$ cat config.mk
export PLATFORM = sky130hd
export DESIGN_NAME = sbs_seq
export DESIGN_NICKNAME = d
export VERILOG_FILES = /design/src/sv/sbs_pkg.sv /design/src/sv/sbs_seq.sv
export SDC_FILE = /design/constraint.sdc
export NUM_CORES = 1
export LEC_CHECK = 0
export ABC_AREA = 1
export BUFFER_PORTS_ARGS = -buffer_cell sky130_fd_sc_hd__buf_2
export CELL_PAD_IN_SITES_DETAIL_PLACEMENT = 0
export CELL_PAD_IN_SITES_GLOBAL_PLACEMENT = 1
export CORE_AREA = 2 2 39 41
export CTS_BUF_LIST = sky130_fd_sc_hd__clkbuf_16
export DETAILED_ROUTE_END_ITERATION = 10
export DIE_AREA = 0 0 41 43
export PLACE_DENSITY = 0.69
export SYNTH_ARGS = -nofsm -noshare
export SYNTH_HDL_FRONTEND = slang
export SYNTH_SLANG_ARGS = --single-unit
$ cat constraint.sdc
create_clock -name clock -period 1.31 [get_ports clock]
set_clock_uncertainty 0.05 [all_clocks]
set_input_delay 0.131 -clock clock [delete_from_list [all_inputs] [get_ports clock]]
set_output_delay 0.131 -clock clock [all_outputs]
set_load 0.005 [all_outputs]
$ cat src/sv/sbs_pkg.sv
// ----------------------------------------------------------------------------
// sbs_pkg
// Shared types, field widths and the microcode program of the sorted-table
// search block.
// ----------------------------------------------------------------------------
package sbs_pkg;

   localparam int INDEX_W = 10;
   localparam int COUNT_W = 11;
   localparam int CSR_IDX_W = 2;
   localparam int CSR_DATA_W = 11;

   localparam logic [CSR_IDX_W-1:0] CSR_ENTRY_COUNT = 2'd0;
   localparam logic [CSR_IDX_W-1:0] CSR_COMPARE_SIGNED = 2'd1;

   localparam logic OP_WRITE = 1'b0;
   localparam logic OP_SEARCH = 1'b1;

   localparam int STEP_W = 2;
   localparam logic [STEP_W-1:0] STEP_IDLE = 2'd0;
   localparam logic [STEP_W-1:0] STEP_PROBE = 2'd1;
   localparam logic [STEP_W-1:0] STEP_COMPARE = 2'd2;
   localparam logic [STEP_W-1:0] STEP_REPORT = 2'd3;

   typedef enum logic [1:0] {
      COND_ALWAYS = 2'd0,
      COND_NOT_SEARCH = 2'd1,
      COND_COUNT_ZERO = 2'd2,
      COND_NOT_DONE = 2'd3
   } cond_type;

   typedef struct packed {
      logic accept;
      logic load;
      logic probe;
      logic compare;
      logic report;
      cond_type cond;
      logic [STEP_W-1:0] target;
   } ctl_type;

   typedef struct packed {
      logic count_zero;
      logic match_done;
   } stat_type;

   // on a true condition jump to target, otherwise fall through to the next step
   function automatic ctl_type ucode(input logic [STEP_W-1:0] step);
      ctl_type w;
      w = '{accept: 1'b0, load: 1'b0, probe: 1'b0, compare: 1'b0, report: 1'b0,
            cond: COND_ALWAYS, target: STEP_IDLE};
      case (step)
         STEP_IDLE: begin
            w.accept = 1'b1;
            w.load = 1'b1;
            w.cond = COND_NOT_SEARCH;
            w.target = STEP_IDLE;
         end
         STEP_PROBE: begin
            w.probe = 1'b1;
            w.cond = COND_COUNT_ZERO;
            w.target = STEP_REPORT;
         end
         STEP_COMPARE: begin
            w.compare = 1'b1;
            w.cond = COND_NOT_DONE;
            w.target = STEP_PROBE;
         end
         STEP_REPORT: begin
            w.report = 1'b1;
            w.cond = COND_ALWAYS;
            w.target = STEP_IDLE;
         end
         default: begin
            w.cond = COND_ALWAYS;
            w.target = STEP_IDLE;
         end
      endcase
      return w;
   endfunction

endpackage

$ cat src/sv/sbs_seq.sv
// ----------------------------------------------------------------------------
// sbs_seq
// Step counter and microcode ROM; evaluates the jump condition of each word.
// ----------------------------------------------------------------------------
module sbs_seq
   import sbs_pkg::*;
(
   input  logic     clock,
   input  logic     reset,
   input  logic     start,
   input  logic     req_op,
   input  stat_type stat,
   output ctl_type  ctl,
   output logic     busy
);

   logic [STEP_W-1:0] pc_ff;
   logic [STEP_W-1:0] pc_in;
   logic              taken;

   assign ctl = ucode(pc_ff);
   assign busy = (pc_ff != STEP_IDLE);

   always_comb begin
      case (ctl.cond)
         COND_ALWAYS:     taken = 1'b1;
         COND_NOT_SEARCH: taken = !(start && req_op == OP_SEARCH);
         COND_COUNT_ZERO: taken = stat.count_zero;
         COND_NOT_DONE:   taken = !stat.match_done;
         default:         taken = 1'b1;
      endcase
      pc_in = taken ? ctl.target : pc_ff + STEP_W'(1);
   end

   always_ff @(posedge clock) begin
      if (reset) begin
         pc_ff <= STEP_IDLE;
      end else begin
         pc_ff <= pc_in;
      end
   end

endmodule

=== Word level (Yosys, flattened, before mapping) ===
Cells that the tools add are included.

* Register bits after elaboration: 2
* Bits of input ports: 6
* Logic and storage cells: 21

* $add $sub $neg: 1
* Equal/unequal tests: 6
* Muxes and demuxes: 7
* Reductions and logical operators: 6

{| class="wikitable"
|+ Operator list
! cell !! count
|-
| one-hot mux 4 bit (4 select lines) || 1
|-
| equality test 2 bit (second input constant) || 4
|-
| equality test 2 x 1 -> 1 bit (second input constant) || 2
|-
| logical NOT 2 bit || 2
|-
| two-way mux 2 bit || 2
|-
| one-hot mux 1 bit (4 select lines) || 1
|-
| two-way mux 1 bit || 3
|-
| adder 2 x 1 -> 2 bit (second input constant) || 1
|-
| logical NOT 1 bit || 2
|-
| nonzero test 2 bit || 1
|-
| logical AND 1 bit || 1
|}

=== Depth between registers and ports, before layout ===
* Depth in word-level cells: 5
* Gate-level depth with buffers: 8
* Gate-level depth less buffers: 8

=== Least setup slack after synthesis ===
Ideal clock, no wire load.

* Kind: flip-flop to flip-flop
* Start: register pc_ff[0]
* End: register pc_ff[0]
* Data arrival time: 1084 ps
* Required time: 1145 ps
* Slack: 61 ps
* Cell stages (with the launch flop): 9
* Cell sequence: dfxtp_1 inv_1 ha_1 inv_2 nor2_2 nor2_2 nand3_1 nand2_1 nor2_1

* Word-level cells in the longest chain between the ends: 5
* Elaborated cells between the ends (all ways): 12

{| class="wikitable"
|+ RTL lines
! what !! RTL line !! text
|-
| start: declaration || sbs_seq.sv:17 || <nowiki>logic [STEP_W-1:0] pc_ff;</nowiki>
|-
| start signal: assignment || sbs_seq.sv:39 || <nowiki>pc_ff <= pc_in;</nowiki>
|-
| equality test 2 bit, or another cell as far along || sbs_pkg.sv:52 || <nowiki>case (step)</nowiki>
|-
| one-hot mux 4 bit (4 select lines) || sbs_pkg.sv:52 ||
|-
| equality test 2 bit, or another cell as far along || sbs_seq.sv:25 || <nowiki>case (ctl.cond)</nowiki>
|-
| one-hot mux 1 bit (4 select lines) || sbs_seq.sv:25 ||
|-
| two-way mux 2 bit (*) || sbs_seq.sv:32 || <nowiki>pc_in = taken ? ctl.target : pc_ff + STEP_W'(1);</nowiki>
|}

Mark *: on every way between the ends. The rest lies on a longest branch, timed or not.
A chain may end at the register's enable or synchronous reset.

==> metrics.log <==
[metrics] Via density: 3.492
[metrics] Post-CTS Repair Setup Buffers: 0
[metrics] I/O pin total: 16
[metrics] Critical Path RT: 1.13 ns
[metrics] wire length of the first global-routing pass: 731 um
[metrics] share of cells above drive strength 1: 51.02%
[metrics] number of DRC markers after the initial detailed-route iteration: 0
[metrics] Core ar.: 1384 sq um
[metrics] clock latency of the later-clocked register in the worst-skew pair: 0.22 ns
[metrics] maximum buffer depth of the clock tree: 2
[metrics] total number of vias: 227
[metrics] Placer Congestion: 0.6732
[metrics] Warnings, synthesis: 0
[metrics] switching part of the total power: 32.48%
[metrics] Overflow after GRT: 0
[metrics] critical path capture point type: primary output
[metrics] synthesis-stage register bit count: 2
[metrics] dominant cell type by area after synthesis: sky130_fd_sc_hd__ha_1
[metrics] top achievable clock speed: 780.6 MHz
[metrics] number of distinct library cells after synthesis: 10
[metrics] number of clock sinks: 2
[metrics] total global-route track usage: 6.807%
[metrics] Routed WL: 472 um
[metrics] post-cts gate resize count: 2
[metrics] maximum number of pins on one net before global-route repair: 5
[metrics] number of nets at the end of the flow: 63
[metrics] worst slack on hold paths: 0.1010 ns
[metrics] Post-Syn Area: 230.2 sq um
[metrics] Power Dens Cells: 2702 nW/um^2
[metrics] buffer cell driving the clock tree root: sky130_fd_sc_hd__clkbuf_16
[metrics] final sum of negative setup slack: 0 ns
[metrics] internal power contribution: 0.0007213 W
[metrics] Synth Net Count: 45
[metrics] Remaining DRCs: 0
[metrics] setup repair after global routing missed its margin: true
[metrics] Final setup violation count: 0
[metrics] post-synthesis to final-layout area growth: 71.74%
[metrics] number of max-cap violations: 0
[metrics] post-layout instance count excluding filler cells: 65
[metrics] sequential fraction of design power: 11.1%
[metrics] Post-Synthesis Cells: 33
[metrics] arrival time at the worst endpoint: 1.10 ns
[metrics] power consumption: 0.001068 W
[metrics] number of flip-flops in the largest register: 2
[metrics] Avg Inst Size Synth: 6.976 sq um
[metrics] critical path launch point type: flip-flop
[metrics] number of diodes: 0
[metrics] portion of total power attributed to the clock network: 42.3%
[metrics] # rows: 14
[metrics] antenna-violating nets left: 0
[metrics] final instance area: 395.4 sq um
[metrics] leading cell types by total area after synthesis: sky130_fd_sc_hd__ha_1 (33%), sky130_fd_sc_hd__dfxtp_1 (17%), sky130_fd_sc_hd__nand2_1 (11%)
[metrics] initial antenna violation count: 0
[metrics] result of the run: finished clean
[metrics] post-DR wirelength/cell: 7.262 um
[metrics] part of the total power dissipated in combinational logic: 46.7%
[metrics] switching power total: 0.0003469 W
[metrics] TritonCTS clock tree: built
[metrics] max-slew violation count: 0
[metrics] number of global-route vias before repair: 214
[metrics] placed wire-length estimate after detailed placement: 391.4 um
[metrics] clock transition at the registers of the reported paths: 0.03 ns
[metrics] Die Footprint: 1763 sq um
[metrics] die extent in y: 43 um
[metrics] number of iterations in the first detailed-routing pass: 1
[metrics] number of placed instances, taps included: 62
[metrics] number of hold violations in the final report: 0
[metrics] Die Wd: 41 um
[metrics] remaining max-slew budget at the tightest pin: 91.31%
[metrics] Worst Tran Pin Value: 0.1301 ns
[metrics] placed instance area: 310.3 sq um
[metrics] maximum fanout along the worst path: 4
[metrics] Max H-tree Level: 1
[metrics] Setup CP Type: flip-flop to primary output
[metrics] hold bufs inserted after CTS: 0
[metrics] initial standard-cell utilization of the core: 16.64%
[metrics] Port Buf Inserts: 15
[metrics] leakage power figure: 0.2324 nW
[metrics] sequential share of the synthesized area: 17.39%
[metrics] crit share post-route: 97.79%
[metrics] top flop regs: pc_ff (2)
[metrics] Hold Path Class: input pin to flip-flop
[metrics] Biggest register: pc_ff
[metrics] Peak VDD IR: 0.0007629 V
[metrics] Synth top area share: 32.61%
[metrics] shortest clock period the worst path allows after layout: 1.281 ns
[metrics] total CTS buffers: 3
## power by group through the flow
stage / logic, W / clock network [W] / registers [W]
5_1_grt: 0.000588 / 0.000471 / 0.000122
2_1_floorplan: 0.000347 / 0 / 0.000114
3_5_place_dp: 0.000488 / 0 / 0.000115
3_3_place_gp: 0.000483 / 0 / 0.000114
6_report: 0.000498 / 0.000452 / 0.000118
4_1_cts: 0.000495 / 0.000459 / 0.000119
## cells by family (layout without fill, tap and decap cells)
kind of cell	count (synthesis)	count (layout)	synth area share (%)
flops	2	2	17.39
simple gates	13	13	24.46
fa+ha+maj	6	6	32.61
compound gates	2	2	4.348
buf+inv	10	26	21.19
## path summary, 6_finish.rpt
check                              start        to  slack (ns)  cells after the start
worst max-delay path            pc_ff[1]    ctl[0]        0.03                      3
worst min-delay path               reset  pc_ff[0]        0.10                      4
worst max register to register  pc_ff[0]  pc_ff[1]        0.09                      8
worst min register to register  pc_ff[0]  pc_ff[0]        0.50                      3
## placed cells by master, fill, tap and decap left out
cell                        instances
sky130_fd_sc_hd__nand2_1            7
sky130_fd_sc_hd__nor2_2             1
sky130_fd_sc_hd__ha_1               5
sky130_fd_sc_hd__clkbuf_16          3
sky130_fd_sc_hd__buf_2             15
sky130_fd_sc_hd__buf_4              1
sky130_fd_sc_hd__nand3_1            2
sky130_fd_sc_hd__nor2_1             2
sky130_fd_sc_hd__ha_2               1
sky130_fd_sc_hd__a21oi_1            2
sky130_fd_sc_hd__inv_2              1
sky130_fd_sc_hd__inv_1              6
sky130_fd_sc_hd__nor2_4             1
sky130_fd_sc_hd__dfxtp_2            2
## cell type report
class / instances / area (sq um)
Inverter: 7 / 26.28
Multi-Input combinational cell: 21 / 148.9
Sequential cell: 2 / 42.54
Clock buffer: 3 / 75.07
Tap cell: 16 / 20.02
Timing Repair Buffer: 16 / 82.58
Fill cell: 160 / 988.4
## cells in the mapped netlist
library cell / count
sky130_fd_sc_hd__nand2_1: 7
sky130_fd_sc_hd__ha_1: 6
sky130_fd_sc_hd__inv_1: 6
sky130_fd_sc_hd__buf_4: 3
sky130_fd_sc_hd__a21oi_1: 2
sky130_fd_sc_hd__dfxtp_1: 2
sky130_fd_sc_hd__nand3_1: 2
sky130_fd_sc_hd__nor2_1: 2
sky130_fd_sc_hd__nor2_2: 2
sky130_fd_sc_hd__inv_2: 1
## worst max-delay path: stages, from the launching register on
cell and delay [ns]:
sky130_fd_sc_hd__dfxtp_2 0.34, sky130_fd_sc_hd__inv_1 0.08, sky130_fd_sc_hd__ha_2 0.35, sky130_fd_sc_hd__buf_2 0.11
## layer usage
layer	track usage [%]	up-vias	wire (um)
met3	4.712	0	58
met5	0	-	0
met2	10.31	11	217
li1	-	127	-
met4	6.000	0	0
met1	5.414	89	196
## per-stage QoR
stage / utilization [%] / worst slack, ns
after floorplan: - / 0.06135
after global placement: 22.42 / 0.04242
after detailed placement: 22.42 / 0.03440
after CTS: 28.03 / 0.01470
after global routing: 28.57 / -0.02251
final: 28.57 / 0.02897
(Power assumes the default switching activity.)
