## src/sv/sbs_pkg.sv

```systemverilog
// ----------------------------------------------------------------------------
// sbs_pkg
// Shared types, field widths and the microcode program of the sorted-table
// search block.
// ----------------------------------------------------------------------------
package sbs_pkg;

   localparam int INDEX_W = 10;
   localparam int COUNT_W = 11;
   localparam int CSR_IDX_W = 2;
   localparam int CSR_DATA_W = 11;

   localparam logic [CSR_IDX_W-1:0] CSR_ENTRY_COUNT = 2'd0;
   localparam logic [CSR_IDX_W-1:0] CSR_COMPARE_SIGNED = 2'd1;

   localparam logic OP_WRITE = 1'b0;
   localparam logic OP_SEARCH = 1'b1;

   localparam int STEP_W = 2;
   localparam logic [STEP_W-1:0] STEP_IDLE = 2'd0;
   localparam logic [STEP_W-1:0] STEP_PROBE = 2'd1;
   localparam logic [STEP_W-1:0] STEP_COMPARE = 2'd2;
   localparam logic [STEP_W-1:0] STEP_REPORT = 2'd3;

   typedef enum logic [1:0] {
      COND_ALWAYS = 2'd0,
      COND_NOT_SEARCH = 2'd1,
      COND_COUNT_ZERO = 2'd2,
      COND_NOT_DONE = 2'd3
   } cond_type;

   typedef struct packed {
      logic accept;
      logic load;
      logic probe;
      logic compare;
      logic report;
      cond_type cond;
      logic [STEP_W-1:0] target;
   } ctl_type;

   typedef struct packed {
      logic count_zero;
      logic match_done;
   } stat_type;

   // on a true condition jump to target, otherwise fall through to the next step
   function automatic ctl_type ucode(input logic [STEP_W-1:0] step);
      ctl_type w;
      w = '{accept: 1'b0, load: 1'b0, probe: 1'b0, compare: 1'b0, report: 1'b0,
            cond: COND_ALWAYS, target: STEP_IDLE};
      case (step)
         STEP_IDLE: begin
            w.accept = 1'b1;
            w.load = 1'b1;
            w.cond = COND_NOT_SEARCH;
            w.target = STEP_IDLE;
         end
         STEP_PROBE: begin
            w.probe = 1'b1;
            w.cond = COND_COUNT_ZERO;
            w.target = STEP_REPORT;
         end
         STEP_COMPARE: begin
            w.compare = 1'b1;
            w.cond = COND_NOT_DONE;
            w.target = STEP_PROBE;
         end
         STEP_REPORT: begin
            w.report = 1'b1;
            w.cond = COND_ALWAYS;
            w.target = STEP_IDLE;
         end
         default: begin
            w.cond = COND_ALWAYS;
            w.target = STEP_IDLE;
         end
      endcase
      return w;
   endfunction

endpackage

```

## src/sv/sbs_dp.sv

```systemverilog
// ----------------------------------------------------------------------------
// sbs_dp
// Search datapath: window low/count, probe address, key compare and result.
// ----------------------------------------------------------------------------
module sbs_dp
   import sbs_pkg::*;
#(
   parameter int DEPTH = 1024,
   parameter int KEY_WIDTH = 32
) (
   input  logic                     clock,
   input  ctl_type                  ctl,
   input  logic                     start,
   input  logic [COUNT_W-1:0]       entry_count,
   input  logic                     compare_signed,
   input  logic [KEY_WIDTH-1:0]     search_key,
   input  logic [KEY_WIDTH-1:0]     rd_data,
   output logic                     rd_en,
   output logic [$clog2(DEPTH)-1:0] rd_addr,
   output stat_type                 stat,
   output logic                     found,
   output logic [INDEX_W-1:0]       found_index
);

   localparam int IW = $clog2(DEPTH);
   localparam int CW = $clog2(DEPTH + 1);

   logic [IW-1:0]        low_ff, low_in;
   logic [CW-1:0]        count_ff, count_in;
   logic [IW-1:0]        probe_ff, probe_in;
   logic [KEY_WIDTH-1:0] key_ff, key_in;
   logic                 hit_ff, hit_in;
   logic [IW-1:0]        where_ff, where_in;

   logic [31:0]          count_sat;
   logic [CW-1:0]        half;
   logic [KEY_WIDTH-1:0] sign_flip;
   logic [KEY_WIDTH-1:0] entry_view;
   logic                 eq, lt;
   logic [31:0]          where_wide;

   // flipping the sign bit turns signed order into unsigned order
   assign sign_flip = {compare_signed, {(KEY_WIDTH-1){1'b0}}};
   assign entry_view = rd_data ^ sign_flip;
   assign eq = (key_ff == entry_view);
   assign lt = (key_ff < entry_view);

   assign count_sat = (32'(entry_count) > 32'(DEPTH)) ? 32'(DEPTH) : 32'(entry_count);
   assign half = count_ff >> 1;
   assign probe_in = low_ff + half[IW-1:0];

   assign rd_en = ctl.probe;
   assign rd_addr = probe_in;

   assign stat.count_zero = (count_ff == '0);
   assign stat.match_done = eq || (count_ff == CW'(1));

   always_comb begin
      low_in = low_ff;
      count_in = count_ff;
      key_in = key_ff;
      hit_in = hit_ff;
      where_in = where_ff;
      if (ctl.load && start) begin
         low_in = '0;
         count_in = count_sat[CW-1:0];
         key_in = search_key ^ sign_flip;
         hit_in = 1'b0;
         where_in = '0;
      end else if (ctl.compare) begin
         if (eq) begin
            hit_in = 1'b1;
            where_in = probe_ff;
         end else if (count_ff != CW'(1)) begin
            if (lt) begin
               count_in = half;
            end else begin
               low_in = probe_ff;
               count_in = count_ff - half;
            end
         end
      end
   end

   always_ff @(posedge clock) begin
      low_ff <= low_in;
      count_ff <= count_in;
      key_ff <= key_in;
      hit_ff <= hit_in;
      where_ff <= where_in;
      if (ctl.probe) begin
         probe_ff <= probe_in;
      end
   end

   assign where_wide = 32'(where_ff);
   assign found = hit_ff;
   assign found_index = where_wide[INDEX_W-1:0];

endmodule

```

## config.mk

```make
export PLATFORM = sky130hd
export DESIGN_NAME = sbs_dp
export DESIGN_NICKNAME = d
export VERILOG_FILES = /design/src/sv/sbs_pkg.sv /design/src/sv/sbs_dp.sv
export SDC_FILE = /design/constraint.sdc
export NUM_CORES = 1
export LEC_CHECK = 0
export BUFFER_PORTS_ARGS = -buffer_cell sky130_fd_sc_hd__buf_2
export CORE_UTILIZATION = 58
export DETAILED_ROUTE_END_ITERATION = 6
export GPL_TIMING_DRIVEN = 0
export PLACE_DENSITY_LB_ADDON = 0.2
export SYNTH_ARGS = -nofsm -noshare
export SYNTH_HDL_FRONTEND = slang
export SYNTH_SLANG_ARGS = --single-unit
```

## constraint.sdc

```tcl
create_clock -name clock -period 4.33 [get_ports clock]
set_input_delay 0.433 -clock clock [delete_from_list [all_inputs] [get_ports clock]]
set_output_delay 0.433 -clock clock [all_outputs]
set_load 0.01 [all_outputs]
```

* Word-level counts from Yosys, hierarchy flattened *
Index checks and enable logic that the tools add are counted.

storage, ports and cells
  register bits after elaboration = 74
  bits of input ports = 87
  output and inout bits = 24
  logic and storage cells = 32

cells by class
  add/subtract/negate cells = 2
  magnitude comparators = 2
  equality and inequality tests = 4
  multiplexer cells = 6
  bitwise logic cells = 4
  reduce and logical (&&, ||, !) cells = 8

operators with widths
  cell                    count
  $mux W11                6
  $xor A32 B32 Y32        2
  $eq A32 B32 Y1          1
  $lt A32 B32 Y1          1
  $eq A11 B1 Y1 const B   1
  $gt A11 B11 Y1 const B  1
  $logic_not A11 Y1       1
  $ne A11 B1 Y1 const B   1
  $sub A11 B10 Y11        1
  $add A10 B10 Y10        1
  $reduce_and A4 Y1       1
  $reduce_bool A2 Y1      2
  $reduce_and A3 Y1       1
  $ne A2 B1 Y1 const B    1
  $not A1 Y1              2
  $reduce_and A2 Y1       1
  $logic_and A1 B1 Y1     1
  $logic_or A1 B1 Y1      1

* Depth between registers and ports, before layout *
Gate-level depths: netlist (run 1).

  depth after elaboration = 7
  mapped depth = 10
  depth with buffers taken out = 10

* Least setup slack after synthesis (run 1) *
OpenSTA, ideal clock, no wires.

  kind = flip-flop to output port
  start point = register count_ff[2]
  end point = output rd_addr[9]
  arrival time = 2141 ps
  required time = 3897 ps
  setup slack = 1756 ps
  cell stages (with the launch flop) = 9
  path buffers = 0
  cell sequence = edfxtp_1 ha_1 a21o_1 a21oi_1 o21bai_1 a2111oi_0 o31ai_1 a21oi_1 xnor2_1

on the way
  longest elaborated chain between the ends = 1

RTL lines
  what                    RTL line      text
  start, declared         sbs_dp.sv:29  logic [CW-1:0] count_ff, count_in;
  start signal, assigned  sbs_dp.sv:87  count_ff <= count_in;
  $add A10 B10 Y10        sbs_dp.sv:50  assign probe_in = low_ff + half[IW-1:0];
  end, declared           sbs_dp.sv:19  output logic [$clog2(DEPTH)-1:0] rd_addr,

Every way passes these cells.

* Worst setup path after layout (run 1) *
Ends and elaborated chain as after synthesis.

==> impl_metrics.env, run 1 <==
export IMPL_hp_class="input port to flip-flop"
export IMPL_status="finished, final reports clean"
export IMPL_p_leak_nw=2.58
export IMPL_wl_um=9390
export IMPL_finalHoldViolations=0
export IMPL_start_kind="flip-flop"
export IMPL_grt_pass1_vias=3268
export IMPL_grt_max_degree=42
export IMPL_die_w_um=89.2
export IMPL_fin_nets=678
export IMPL_dp_cells=620
export IMPL_fin_skew_ns=0.00768
export IMPL_setup_worst_path_class="flip-flop to output port"
export IMPL_hold_ws_ns=0.254
export IMPL_synth_area_leaders="edfxtp_1, ha_1, dfxtp_1, inv_1, mux2i_1"
export IMPL_n_antenna_cell=0
export IMPL_yosysTopAreaCell="edfxtp_1"
export IMPL_via_per_inst=5.43
export IMPL_drive_gt1_share_pct=24.4
export IMPL_slew_headroom_pct=51.8
export IMPL_nFillCells=549
export IMPL_seq_area_um2=2010
export IMPL_fp_dieH_um=89.2
export IMPL_crit_path_end_kind="output port"
export IMPL_gp_congestion=0.872
export IMPL_die_area_um2=7960
export IMPL_grt_util_all_layers_pct=24.8
export IMPL_dpl_cell_area_um2=5080
export IMPL_ctsRootBufferMaster="clkbuf_8"
export IMPL_cts_setup_buffers=0
export IMPL_ioPinCount=111
export IMPL_worstPathRequired_ns=3.90
export IMPL_vias=3452
export IMPL_antenna_found_initial=0
export IMPL_cellPowerDensity_nw_per_um2=573
export IMPL_fin_tns_setup_ns=0
export IMPL_cts_made_buffers=9
export IMPL_synth_warnings=0
export IMPL_worstPathArrival_ns=2.98
export IMPL_hpwl_um=7290
export IMPL_regToRegSetupSlack_ns=1.39
export IMPL_ys_flop_type="edfxtp_1"
export IMPL_synth_cells=416
export IMPL_initial_core_util_pct=60.5
export IMPL_syn_to_final_growth_pct=19.8
export IMPL_syn_avg_cell_area_um2=10.6
export IMPL_drtIter0Drc=181
export IMPL_yosysSeqAreaShare_pct=45.6
export IMPL_worst_pin_slew_ns=0.704
export IMPL_rsz0062_at_grt="false"
export IMPL_clk_pin_slew_ns=0.08
export IMPL_cts_sinks=74
export IMPL_syn_nets=562
export IMPL_grt_overflow_total=0
export IMPL_cp_max_fo=4
export IMPL_cts_resized=0
export IMPL_drc=0
export IMPL_syn_area_um2=4410
export IMPL_finalNonFillerCells=636
export IMPL_yosysTopAreaCellShare_pct=36.1
export IMPL_period_minus_slack_ns=3.42
export IMPL_max_freq_mhz=293
export IMPL_clk_latency_ns=0.35
export IMPL_cts_hold_buf=0
export IMPL_cts_tree="yes"
export IMPL_synth_seq_cells=74
export IMPL_post_drt_wl_per_cell_um=14.8
export IMPL_vdd_drop_max_v=0.000442
export IMPL_clock_path_buffers=2
export IMPL_fin_area_um2=5280
export IMPL_timing_final_crit_share_pct=78.9
export IMPL_core_area_um2=7290
export IMPL_dr_pass1_iters=4
export IMPL_multi_input_area_um2=2110
export IMPL_grt_pass1_wl_um=14700
export IMPL_ant_nets=0
export IMPL_htreeDepth=3
export IMPL_port_buffers=104
export IMPL_synth_edf_count=53
export IMPL_setup_viol=0
export IMPL_async_reset_ff_share_pct=0
export IMPL_drv_slew=0
export IMPL_synthDistinctLibCells=50
export IMPL_rows=31
export IMPL_maxCapViolCount=0
critical path, cell delays in order, from the launching register on:
cell	delay, ns
edfxtp_1	0.47
ha_1	0.31
a21o_1	0.16
a21oi_1	0.22
o21bai_1	0.12
a2111oi_0	0.68
o31ai_1	0.16
a21oi_1	0.20
xnor2_1	0.16
buf_2	0.16
flip-flops by register name (all words and copies together), names as in the netlist:
| signal | count |
|---|---|
| found_index | 10 |
| probe_ff | 10 |
| low_ff | 10 |
| count_ff | 11 |
| key_ff | 32 |
| found | 1 |
cell type report:
cell class	instances	share of cell area, %
Multi-Input combinational cell	269	40.0
Inverter	60	4.26
Timing Repair Buffer	105	10.2
Clock inverter	6	1.30
Tap cell	99	2.34
Buffer	13	1.21
Clock buffer	10	2.61
Sequential cell	74	38.1
cells by family after synthesis:
logic type	share of synthesized area (%)
AOI/OAI and AO/OA	14.4
xor gates and xnor gates	3.38
adders and majority gates	17.1
buffers and inverters	6.52
DFF	45.6
muxes	3.66
and+or+nand+nor	9.33
cell usage after synthesis, types with 2 or more instances:
master / number
a2111oi_0: 3
a211oi_1: 2
a21o_1: 4
a21oi_1: 29
a221oi_1: 2
a31oi_1: 2
and2_1: 2
and3b_1: 2
buf_2: 2
clkbuf_1: 9
dfxtp_1: 21
edfxtp_1: 53
fa_1: 2
ha_1: 57
inv_1: 59
mux2i_1: 15
nand2_1: 25
nand3_1: 12
nand4_1: 8
nor2_1: 20
nor2b_1: 4
nor3_1: 2
o211ai_1: 10
o21ai_0: 8
o21ai_1: 3
o21bai_1: 6
o311ai_0: 3
o31ai_1: 12
or2_2: 2
or4_1: 2
xnor2_1: 9
xor2_1: 8
worst paths after layout:
| path | startpoint | endpoint | cells after the start |
|---|---|---|---|
| worst max-delay path | count_ff[2] | rd_addr[9] | 9 |
| worst min-delay path | search_key[14] | key_ff[14] | 1 |
| worst max register to register | key_ff[31] | count_ff[0] | 8 |
| worst min register to register | found | found | 2 |
cell usage in the layout, fill, tap and decap left out, drive strengths merged, types with 4 or more instances in the layout:
master and n:
edfxtp 53, o21bai 6, o211ai 10, nor2 20, xor2 8, nand4 8
buf 109, inv 64, nand3 12, a21o 4, dfxtp 21, ha 57
a21oi 29, clkbuf 19, xnor2 9, nand2 25, mux2i 15, o21ai 11
a2111oi 4, nor2b 4, o31ai 12
report_power, final:
group / switching, mW / internal (mW)
Sequential: 0.113 / 0.968
Clock: 0.280 / 0.289
Combinational: 0.768 / 0.611
Total: 1.16 / 1.87
layer usage:
metal  up-vias  GRT usage, %  share of wire [%]
met5         -             0                  0
met4         0          8.08                1.2
met3        11          4.80                6.8
met2       123          44.1                 49
met1      1583          30.4                 43
li1       1735             -                  -
through the flow:
stage                     power [mW]  setup slack [ns]  util [%]
after floorplan                 2.06              1.76         -
after global placement          2.41              1.02      69.3
after detailed placement        2.46              1.03      69.6
after CTS                       3.03             0.907      72.4
after global routing            3.25             0.750      72.4
final                           3.03             0.913      72.4
Note: power is estimated with default switching activity, not from simulation.
==> inputs of run 2 (changes only) <==
--- a/config.mk
+++ b/config.mk
@@ -5,8 +5,9 @@
 export SDC_FILE = /design/constraint.sdc
 export NUM_CORES = 1
 export LEC_CHECK = 0
+export ABC_AREA = 1
 export BUFFER_PORTS_ARGS = -buffer_cell sky130_fd_sc_hd__buf_2
-export CORE_UTILIZATION = 58
+export CORE_UTILIZATION = 49
 export DETAILED_ROUTE_END_ITERATION = 6
 export GPL_TIMING_DRIVEN = 0
 export PLACE_DENSITY_LB_ADDON = 0.2
==> constraint.sdc (replaced) <==
create_clock -name clock -period 2.9 [get_ports clock]
set_input_delay 0.29 -clock clock [delete_from_list [all_inputs] [get_ports clock]]
set_output_delay 0.29 -clock clock [all_outputs]
set_load 0.01 [all_outputs]
==> impl_metrics.env, run 2 <==
export IMPL_dpl_cell_area_um2=5380
export IMPL_die_area_um2=9980
export IMPL_ys_flop_type="edfxtp_1"
export IMPL_met2_usage_pct=38.5
export IMPL_yosysTopAreaCell="edfxtp_1"
export IMPL_dp_cells=782
export IMPL_ioPinCount=111
export IMPL_drv_slew=0
export IMPL_start_kind="flip-flop"
export IMPL_path_cells="ha_1, inv_1, fa_1, o21ai_2, a21oi_1, nor2_1, nor2_1, xnor2_1, buf_2"
export IMPL_pwr_share_seq_pct=33.7
export IMPL_power_frac_comb_pct=47.4
export IMPL_die_w_um=99.9
export IMPL_status="finished, final reports clean"
export IMPL_port_buffers=104
export IMPL_clk_pin_slew_ns=0.09
export IMPL_maxCapViolCount=0
export IMPL_switching_share_pct=42.0
export IMPL_via_per_inst=4.98
export IMPL_cp_max_fo=4
export IMPL_worstPathArrival_ns=2.35
export IMPL_grt_pass1_vias=3922
export IMPL_period_minus_slack_ns=2.64
export IMPL_total_power_mw=4.71
export IMPL_setup_worst_path_class="flip-flop to output port"
export IMPL_syn_to_final_growth_pct=19.3
export IMPL_timing_final_crit_share_pct=91.1
export IMPL_p_leak_nw=2.91
export IMPL_largest_reg_flops=32
export IMPL_finalHoldViolations=0
export IMPL_clk_latency_ns=0.36
export IMPL_most_common_layout_cells="buf_2, nand2_1, inv_1"
export IMPL_busiest_layer="met2"
export IMPL_final_common_cell="buf_2"
export IMPL_wl_um=10700
export IMPL_min_delay_start="search_key[1]"
export IMPL_crit_path_end_kind="output port"
export IMPL_hpwl_um=8380
export IMPL_slowest_delay_ns=0.43
export IMPL_cts_tree="yes"
export IMPL_synth_edf_count=53
export IMPL_antenna_found_initial=0
export IMPL_cpLargestDelayFamily="adder cells"
export IMPL_synth_seq_cells=74
export IMPL_gp_congestion=0.890
export IMPL_syn_avg_cell_area_um2=8.56
export IMPL_rsz0062_at_grt="false"
export IMPL_finalNonFillerCells=798
export IMPL_met3_usage_pct=3.69
export IMPL_dr_pass1_iters=5
export IMPL_cts_made_buffers=9
export IMPL_vias=3976
export IMPL_synthDistinctLibCells=34
export IMPL_yosysTopAreaCellShare_pct=33.9
export IMPL_setup_viol=0
export IMPL_grt_util_all_layers_pct=22.8
export IMPL_fin_skew_ns=0.0126
export IMPL_yosysMostFrequentCell="nand2_1"
export IMPL_n_antenna_cell=0
export IMPL_drive_gt1_share_pct=21.2
export IMPL_synthTopCellsByCount="nand2_1, inv_1, ha_1"
export IMPL_fp_dieH_um=99.9
export IMPL_power_clock_fraction_pct=18.9
export IMPL_fin_tns_setup_ns=0
export IMPL_ctsRootBufferMaster="clkbuf_8"
export IMPL_drtIter0Drc=160
export IMPL_yosysSeqAreaShare_pct=42.8
export IMPL_slowest_stage="edfxtp_1"
export IMPL_internal_power_mw=2.73
export IMPL_htreeDepth=3
export IMPL_post_drt_wl_per_cell_um=13.4
export IMPL_slew_headroom_pct=32.6
export IMPL_initial_core_util_pct=50.6
export IMPL_crit_path_frequent_cell="nor2_1"
export IMPL_hp_class="input port to flip-flop"
export IMPL_core_area_um2=9280
export IMPL_cts_sinks=74
export IMPL_rows=35
export IMPL_use_met1_pct=29.4
export IMPL_vdd_drop_max_v=0.000424
export IMPL_drc=0
export IMPL_synth_cells=549
export IMPL_syn_nets=695
export IMPL_syn_area_um2=4700
export IMPL_grt_pass1_wl_um=17700
export IMPL_critical_path_buf_inv_count=2
export IMPL_reg_top3="key_ff x32, count_ff x11"
export IMPL_regToRegSetupSlack_ns=0.54
export IMPL_ant_nets=0
export IMPL_synth_warnings=0
export IMPL_worstPathRequired_ns=2.61
export IMPL_grt_max_degree=40
export IMPL_worst_pin_slew_ns=1.00
export IMPL_clock_path_buffers=2
export IMPL_top_register="key_ff"
export IMPL_max_freq_mhz=379
export IMPL_async_reset_ff_share_pct=0
export IMPL_fin_nets=810
export IMPL_rr_startpoint="key_ff[15]"
export IMPL_crit_start="count_ff[1]"
export IMPL_grt_overflow_total=0
export IMPL_cellPowerDensity_nw_per_um2=840
export IMPL_fin_area_um2=5600
export IMPL_cts_setup_buffers=0
export IMPL_power_switching_mw=1.98
export IMPL_synth_area_leaders="edfxtp_1, ha_1, dfxtp_1, nand2_1, inv_1"
-- run 2: cell types whose count changed after synthesis, sizes merged, moves of 11 or more --
cell	change
nand3	+40
a21oi	+11
nand2	+79
nor2	+33
mux2i	-15
inv	+33
-- run 2: routing by layer --
| layer | share of wire, % | vias to the layer above |
|---|---|---|
| li1 | - | 2035 |
| met1 | 45 | 1810 |
| met2 | 47 | 113 |
| met3 | 5.8 | 18 |
| met4 | 2.0 | 0 |
| met5 | 0 | - |
-- run 2: cell families after synthesis --
kind of cell             after synthesis  share of synthesized area [%]
AND/OR/NAND/NOR                      223                           20.5
buffers and inverters                106                           9.37
flip-flops                            74                           42.8
AO/OA/AOI/OAI                         69                           7.96
adder cells (fa/ha/maj)               59                           16.0
XOR/XNOR                              18                           3.36
-- run 2: power by group through the flow --
stage | clock, mW | sequential [mW] | combinational (mW)
CTS | 0.900 | 1.59 | 2.22
detailed placement | 0 | 1.61 | 2.20
finish | 0.888 | 1.59 | 2.23
floorplan | 0 | 1.54 | 1.62
global route | 0.950 | 1.61 | 2.56
global placement | 0 | 1.60 | 2.17
-- run 2: final timing paths --
| path | to | cells past startpoint |
|---|---|---|
| hold reg to reg | found | 1 |
| setup / recovery | rd_addr[6] | 9 |
| hold / removal | key_ff[1] | 1 |
| setup reg to reg | count_ff[1] | 8 |
-- run 2: layout make-up --
cell class / instances / area (um^2)
fillers: 830 / 3680
well taps: 129 / 161
clock buffers: 11 / 174
repair buffers: 104 / 520
flip-flops and latches: 74 / 2010
clock inverters: 5 / 46.3
multi-input cells: 369 / 2250
inverters: 93 / 349
plain buffers: 13 / 91.3
-- run 2: per-stage QoR --
stage / utilization (%) / hold WS [ns] / setup WS, ns
final: 60.4 / 0.0983 / 0.259
after global routing: 60.4 / 0.0845 / 0.0767
after CTS: 60.3 / 0.0935 / 0.0203
after detailed placement: 58.0 / 0.459 / 0.249
after global placement: 58.0 / 0.442 / 0.0259
after floorplan: - / 0.389 / 0.517
-- run 2: timing repair --
| action | 4_1_cts | 5_1_grt |
|---|---|---|
| endpoints found under the hold margin | 0 | 0 |
| hold buffers | 0 | 0 |
| gates resized for setup | 0 | 2 |
| endpoints found under the setup margin | 0 | 2 |
